**src/tli_pkg.sv**
```systemverilog
// Shared constants, widths and types of the triangle Lagrange interpolator.
package tli_pkg;

    // Fixed-point format and field widths
    localparam int FRAC_BITS = 16;
    localparam int VAL_W     = 32;
    localparam int NODES     = 6;
    localparam int VERTS     = 3;

    // Front-end area arithmetic
    localparam int DIFF_W = VAL_W + 1;
    localparam int PROD_W = 2 * DIFF_W;
    localparam int AREA_W = PROD_W + 1;
    localparam int MAG_W  = AREA_W;
    localparam int AREAS  = VERTS + 1;

    // Weight divider
    localparam int NUM_W      = MAG_W + FRAC_BITS + 2;
    localparam int DEN_W      = MAG_W + 1;
    localparam int QUO_W      = 32;
    localparam int DIV_STAGES = QUO_W;
    localparam int WLIM_W     = QUO_W + 1;
    localparam logic [WLIM_W-1:0] WLIM_POS = WLIM_W'((64'd1 << (VAL_W - 1)) - 64'd1);
    localparam logic [WLIM_W-1:0] WLIM_NEG = WLIM_W'(64'd1 << (VAL_W - 1));

    // Back-end products and sums
    localparam int LP_W    = 2 * VAL_W;
    localparam int LIN_W   = LP_W + 2;
    localparam int PHI_A_W = VAL_W + 2;
    localparam int PHI_W   = PHI_A_W + VAL_W;
    localparam int SPLIT_W = PHI_W / 2;
    localparam int PPL_W   = SPLIT_W + 1 + VAL_W;
    localparam int PPH_W   = PHI_W - SPLIT_W + VAL_W;
    localparam int ACC_W   = 100;

    // Vertex average, divide by three through a reciprocal
    localparam int SUM_W     = VAL_W + 2;
    localparam int AVG_W     = VAL_W + 1;
    localparam int AVG_MUL_W = 33;
    localparam int AVG_SH    = 34;
    localparam int AVGP_W    = AVG_W + AVG_MUL_W;
    localparam logic [AVG_MUL_W-1:0] AVG_MUL = 33'h1_5555_5556;

    // Interpolation order codes
    localparam int ORDER_W = 2;
    localparam logic [ORDER_W-1:0] ORDER_LIN  = 2'd1;
    localparam logic [ORDER_W-1:0] ORDER_QUAD = 2'd2;

    // Register map
    localparam int PADDR_W   = 5;
    localparam int PDATA_W   = 32;
    localparam int REG_IDX_W = 3;
    localparam logic [REG_IDX_W-1:0] REG_ORDER = 3'd0;
    localparam logic [REG_IDX_W-1:0] REG_V0X   = 3'd1;
    localparam logic [REG_IDX_W-1:0] REG_V0Y   = 3'd2;
    localparam logic [REG_IDX_W-1:0] REG_V1X   = 3'd3;
    localparam logic [REG_IDX_W-1:0] REG_V1Y   = 3'd4;
    localparam logic [REG_IDX_W-1:0] REG_V2X   = 3'd5;
    localparam logic [REG_IDX_W-1:0] REG_V2Y   = 3'd6;

    // Queue between front and back
    localparam int QUEUE_DEPTH = 4;
    localparam int QPTR_W      = 2;
    localparam int QCNT_W      = 3;

    typedef struct packed {
        logic [ORDER_W-1:0] order;
        logic [VAL_W-1:0]   v0x;
        logic [VAL_W-1:0]   v0y;
        logic [VAL_W-1:0]   v1x;
        logic [VAL_W-1:0]   v1y;
        logic [VAL_W-1:0]   v2x;
        logic [VAL_W-1:0]   v2y;
    } t_cfg;

    typedef struct packed {
        logic                        quad;
        logic                        degen;
        logic [NODES-1:0][VAL_W-1:0] val;
        logic [VERTS-1:0][NUM_W-1:0] num;
        logic [VERTS-1:0]            neg;
        logic [VERTS-1:0]            ovf;
        logic [DEN_W-1:0]            den2;
    } t_item;

endpackage

```
**src/tli_queue.sv**
```systemverilog
// Short FIFO that decouples the front end from the back end.
module tli_queue import tli_pkg::*; (
    input  logic  i_clk,
    input  logic  i_rst_n,
    input  logic  i_push,
    input  t_item i_item,
    output logic  o_ready,
    output logic  o_valid,
    input  logic  i_pop,
    output t_item o_item
);

    t_item             r_mem [QUEUE_DEPTH];
    logic [QPTR_W-1:0] r_wr;
    logic [QPTR_W-1:0] r_rd;
    logic [QCNT_W-1:0] r_cnt;

    assign o_ready = (r_cnt != QCNT_W'(QUEUE_DEPTH));
    assign o_valid = (r_cnt != '0);
    assign o_item  = r_mem[r_rd];

    // Pointers and fill count
    always_ff @(posedge i_clk) begin
        if (!i_rst_n) begin
            r_wr  <= '0;
            r_rd  <= '0;
            r_cnt <= '0;
        end else begin
            if (i_push) begin
                r_wr <= r_wr + 1'b1;
            end
            if (i_pop) begin
                r_rd <= r_rd + 1'b1;
            end
            if (i_push && !i_pop) begin
                r_cnt <= r_cnt + 1'b1;
            end else if (!i_push && i_pop) begin
                r_cnt <= r_cnt - 1'b1;
            end
        end
    end

    // Entry storage
    always_ff @(posedge i_clk) begin
        if (i_push) begin
            r_mem[r_wr] <= i_item;
        end
    end

    a_cnt_bound: assert property (@(posedge i_clk) disable iff (!i_rst_n)
        r_cnt <= QCNT_W'(QUEUE_DEPTH))
        else $error("queue count beyond depth");

    a_no_overflow: assert property (@(posedge i_clk) disable iff (!i_rst_n)
        !(i_push && !o_ready))
        else $error("push into full queue");

    a_no_underflow: assert property (@(posedge i_clk) disable iff (!i_rst_n)
        !(i_pop && !o_valid))
        else $error("pop from empty queue");

    a_ptr_gap: assert property (@(posedge i_clk) disable iff (!i_rst_n)
        QPTR_W'(r_wr - r_rd) == r_cnt[QPTR_W-1:0])
        else $error("pointer gap disagrees with count");

endmodule

```
**config.mk**
```make
export PLATFORM = sky130hd
export DESIGN_NAME = tli_queue
export DESIGN_NICKNAME = d
export VERILOG_FILES = /design/src/tli_pkg.sv /design/src/tli_queue.sv
export SDC_FILE = /design/constraint.sdc
export NUM_CORES = 1
export LEC_CHECK = 0
export ABC_AREA = 1
export BUFFER_PORTS_ARGS = -buffer_cell sky130_fd_sc_hd__buf_2
export CORE_MARGIN = 2
export CORE_UTILIZATION = 30
export CTS_BUF_LIST = sky130_fd_sc_hd__clkbuf_8
export DETAILED_ROUTE_END_ITERATION = 10
export SYNTH_ARGS = -nofsm -noshare
export SYNTH_HDL_FRONTEND = slang
export SYNTH_SLANG_ARGS = --single-unit
```
**constraint.sdc**
```tcl
create_clock -name i_clk -period 31.4 [get_ports i_clk]
set_input_delay 0 -clock i_clk [delete_from_list [all_inputs] [get_ports i_clk]]
set_output_delay 0 -clock i_clk [all_outputs]
set_load 0.01 [all_outputs]
```
# --- Word level (Yosys, flattened, before mapping) ---
# Memory sizes are Yosys's and may differ from the RTL's. A register that Yosys moved wholly into a read port is not among the register bits.
# Index checks and enable logic that the tools add are counted.
op_classes:
  n_reduce_logical: 6
  n_eq_ne: 1
  n_addsub: 4
  mux: 6
ops:
  columns: ["op", "n"]
  rows:
  - ["3-bit two-way mux", 2]
  - ["2-bit by 1-bit adder with 2-bit output, second input constant", 2]
  - ["2-bit two-way mux", 2]
  - ["3-bit by 1-bit adder with 3-bit output, second input constant", 1]
  - ["3-bit != test, second input constant", 1]
  - ["3-bit nonzero test", 1]
  - ["3-bit by 1-bit subtractor with 3-bit output, second input constant", 1]
  - ["1-bit logical AND", 2]
  - ["1-bit zero test", 2]
  - ["1-bit two-way mux", 2]
  - ["2-bit nonzero test", 1]
totals:
  word_cells: 21
  in_bits: 527
  register_bits: 7
  ram_bits: 2092
  memories: 1
  output_inout_bits: 525
memory_table:
  columns: ["name", "words", "width", "read_ports", "rd_ports_with_merged_regs", "write_ports", "line_no", "text"]
  rows:
  - ["r_mem", 4, 523, 1, 1, 1, "tli_queue.sv:13", "t_item r_mem [QUEUE_DEPTH];"]

# --- Logic depth before layout (Yosys ltp) ---
logic_depth:
  word_depth: 4
  mapped_depth: 10
  mapped_depth_nobuf: 10

# --- Worst setup path before layout ---
# OpenSTA, ideal clock, no wires.
synth_timing:
  kind: "reg2reg"
  startpoint: "register r_wr[0]"
  endpoint: "memory r_mem[0][0] (netlist bit), enable pin"
  t_required_ns: 30.531
  stages_incl_launch_ff: 5
  synth_period_minus_slack_ns: 11.459
  setup_time_ns: 0.869
  t_arrival_ns: 10.590
  slack_ns: 19.941
  path_buffers: 0
  path_cell_list: "dfxtp_1 inv_1 ha_1 nand2_1 inv_1"
synth_rtl:
  columns: ["item", "line_no", "text"]
  rows:
  - ["start: declaration", "tli_queue.sv:14", "logic [QPTR_W-1:0] r_wr;"]
  - ["start signal: assignment", "tli_queue.sv:30", "r_wr <= r_wr + 1'b1;"]
  - ["end: declaration", "tli_queue.sv:13", null]
# No word-level cell before the write port.

==> summary.md <==
| Metric | Value |
|---|---|
| Post-Route Skew | `0.0641 ns` |
| Crit path top cell by count | `sky130_fd_sc_hd__buf_4` |
| # clock sinks | `around 2100` |
| Most instantiated flip-flop cell in the synthesis netlist | `sky130_fd_sc_hd__edfxtp_1` |
| Maxcap violations | `0` |
| Sequential element share of the synthesized area | `81.6%` |
| TritonCTS clock tree | `yes` |
| Final worst path period share | `21.4%` |
| Final Setup Violations | `0` |
| Buf/Inv on CP | `6` |
| Pwr dens | `59.4 mW/mm^2` |
| Count of port buffers added during placement | `1051` |
| Pin count of the biggest net entering global routing | `about 200` |
| Cell class contributing the biggest share of worst-path delay | `buffers and inverters` |
| Ratio of cells with drive above 1 in the final layout | `20.3%` |
| Setup crit start kind | `flop` |
| Antenna violations before repair | `36` |
| Dpl cell area | `about 0.086 sq mm` |
| Area taken by multi-input logic gates | `between 0.01 and 0.015 sq mm` |
| Clock H-tree levels | `5` |
| Filler Cell Count | `23500` |
| Asr flop ratio synth | `0%` |
| Slowest cell delay on critical path | `0.88 ns` |
| Buffer levels on the longest clock path | `4` |
| Worst rel slew slack | `a little over a fifth` |
| DR vias | `around 53000` |
| Required time of the critical path | `31.40 ns` |
| Highest attainable clock frequency | `0.149 GHz` |
| Avg Vias per Cell | `4.81` |
| Start-to-end type of the worst setup path | `reg2out` |
| Number of buffers added for setup after CTS | `0` |
| Critical-path maximum fanout | `115` |
| Wire length after detailed routing | `222 mm` |
| Wire length of the first global-routing pass | `327 mm` |
| EDFF count, synth | `2092` |
| Count of cells resized by post-cts repair | `0` |
| DRT Pass-1 Iters | `5` |
| Vias in the first global route | `52200` |
| Commonest cells in the netlist | `sky130_fd_sc_hd__edfxtp_1, sky130_fd_sc_hd__nor2_1, sky130_fd_sc_hd__o21ai_0, sky130_fd_sc_hd__o22ai_1, sky130_fd_sc_hd__o21ai_1` |
| Most numerous cell in the Yosys netlist | `sky130_fd_sc_hd__edfxtp_1` |
| Min-Delay Path Class | `in2reg` |
| I/O pin count | `between 1000 and 1500` |
| Area grow syn2layout | `32.9%` |
| Run status | `completed` |
| Initial standard-cell utilization of the core | `30.1%` |
| Cell total after placement | `about 9000` |
| Max-slew violation count | `0` |
| Clock Tree Root | `sky130_fd_sc_hd__clkbuf_8` |
| Antenna Nets Post-Route | `0` |
| DR WL/cell | `a little over 20 um` |
| Clock transition at path regs | `0.06 ns` |
| TritonCTS Buffers | `approximately 350` |
| Final non-filler cell area | `between 0.1 and 0.15 sq mm` |
| Total negative slack | `0 ns` |
| Hold slack | `0.0555 ns` |
| Initial DRC Count | `4353` |
| GPL Wtd Cong | `0.831` |
| Cell count after synthesis | `~5000` |
| Minimum clock period after layout | `6.72 ns` |
| Number of placement rows | `186` |
| Non-filler instance count after layout | `11000` |
| Total overflow reported by the global router | `0` |
| Half-perimeter wire length of the detailed placement result | `129 mm` |
| Share of the synthesized area in the top cell type | `81.4%` |
| Transition time at the pin with the least slew margin | `1.19 ns` |
| Hold violation total from the final report | `0` |
| Total DRC errors in the routed layout | `0` |
| Synthesized flop and latch total | `2101` |
| Count of yosys warnings during synthesis | `0` |
| Data arrival time at the worst-slack endpoint | `6.72 ns` |
| Die area | `~0.26 sq mm` |
| Final Net Count | `approximately 7800` |
| Mean instance size in the synthesized netlist | `15.1 sq um` |
| Chain of cells forming the critical path | `buf_4 > buf_4 > buf_4 > buf_4 > buf_4 > o21ai_0 > o22ai_1 > buf_2` |
| Cell area after synthesis | `0.0772 sq mm` |
| Peak VDD IR | `0.0000445 V` |
| Critical Path End Type | `output pin` |
| Cell taking the most area after synthesis | `sky130_fd_sc_hd__edfxtp_1` |
| Leakage power of the design | `about 36 nW` |
| Synth top area cells | `sky130_fd_sc_hd__edfxtp_1, sky130_fd_sc_hd__nor2_1, sky130_fd_sc_hd__o22ai_1` |
| Total global routing track utilization | `roughly 16%` |
| Core box area | `0.256 sq mm` |
| Area occupied by registers | `0.0630 sq mm` |
| Count of distinct cell types in the synthesized netlist | `19` |
| Width of the chip | `511 um` |
| Y dimension of the die | `511 um` |
| HP Start | `i_item[299]` |
| Skew-Pair Late Insertion Delay | `0.94 ns` |
| RSZ-0062 raised after global routing | `false` |
| Net Count, Synth | `5647` |
| Launching point of the worst reg2reg path | `r_wr[1]` |
| Crit path max-delay cell type | `sky130_fd_sc_hd__buf_4` |
-- cells by family (layout without fill, tap and decap cells) --
group,after synthesis,count (layout),share of synthesized area (%)
buffers and inverters,365,2800,2.03
AO/OA/AOI/OAI,1580,1580,11.1
adder cells (fa/ha/maj),6,6,0.107
other,0,39,0
flip-flops,2101,2101,81.6
AND/OR/NAND/NOR,1062,1062,5.17
-- cell type report --
type / count / share of cell area (%)
antenna: 39 / 0.0951
clock buffer: 350 / 4.70
clock inverter: 267 / 1.26
inverter: 18 / 0.110
multi-input combinational: 2648 / 12.3
sequential: 2101 / 61.4
tap: 3384 / 4.13
timing repair buffer: 2165 / 16.0
-- cells in the final DEF (no fill, tap or decap), types with 7 or more instances in the layout --
master,count
sky130_fd_sc_hd__buf_12,9
sky130_fd_sc_hd__buf_2,1051
sky130_fd_sc_hd__buf_4,52
sky130_fd_sc_hd__clkbuf_8,350
sky130_fd_sc_hd__clkinv_1,90
sky130_fd_sc_hd__clkinv_2,32
sky130_fd_sc_hd__clkinvlp_4,10
sky130_fd_sc_hd__dfxtp_1,7
sky130_fd_sc_hd__diode_2,39
sky130_fd_sc_hd__dlygate4sd3_1,1053
sky130_fd_sc_hd__edfxtp_1,2092
sky130_fd_sc_hd__inv_1,129
sky130_fd_sc_hd__inv_8,10
sky130_fd_sc_hd__nand2_1,9
sky130_fd_sc_hd__nor2_1,1049
sky130_fd_sc_hd__o21ai_0,625
sky130_fd_sc_hd__o21ai_1,427
sky130_fd_sc_hd__o22ai_1,523
-- metal layers --
metal  global-route usage [%]  vias to the layer above  routed length [um]
met5                        0                        -                  76
met4                     6.74                       12                8660
met3                     5.70                      473               21600
met2                     25.8                     2179              104000
met1                     19.7                    26100               87700
li1                         -                    24000                   -
-- flip-flops by register name, summed over array words and instances (netlist names), named ones only --
register / cells
r_mem: 2092
r_cnt: 3
r_rd: 2
r_wr: 2
-- worst register-to-register path, delay by kind of cell (launching register included) --
| family | cells | cell delay [ns] |
|---|---|---|
| buffers and inverters | 6 | 4.19 |
| adders and majority gates | 1 | 0.15 |
| and+or+nand+nor | 1 | 0.13 |
| DFF | 1 | 0.33 |
-- power breakdown --
group / leakage [nW] / total (mW) / switching (mW) / internal (mW)
registers: 19.3 / 3.24 / 0.0269 / 3.21
logic: 13.1 / 0.701 / 0.445 / 0.256
clock network: 3.54 / 2.16 / 1.08 / 1.07
-- what timing repair did --
item | 4_1_cts | 5_1_grt
endpoints found under the hold margin | 2491 | 0
endpoints found under the setup margin | 0 | 0
hold buffers | 1053 | 0
-- worst paths after layout --
check	endpoint	slack [ns]	cells after the start
max	o_item[226]	24.68	8
min	r_mem[2][299]	0.06	2
min reg2reg	flop	0.45	1
max reg2reg	r_mem[1][408]	26.16	8
-- stage by stage --
| stage | setup WS (ns) | utilization (%) | total power, mW |
|---|---|---|---|
| 6_report | 24.68 | 40.0 | 6.10 |
| 5_1_grt | 24.14 | 40.0 | 6.33 |
| 4_1_cts | 24.58 | 40.0 | 6.15 |
| 3_5_place_dp | 25.70 | 33.5 | 3.88 |
| 3_3_place_gp | 25.88 | 33.5 | 3.87 |
| 2_1_floorplan | 19.94 | - | 3.64 |
(Power assumes the default switching activity.)
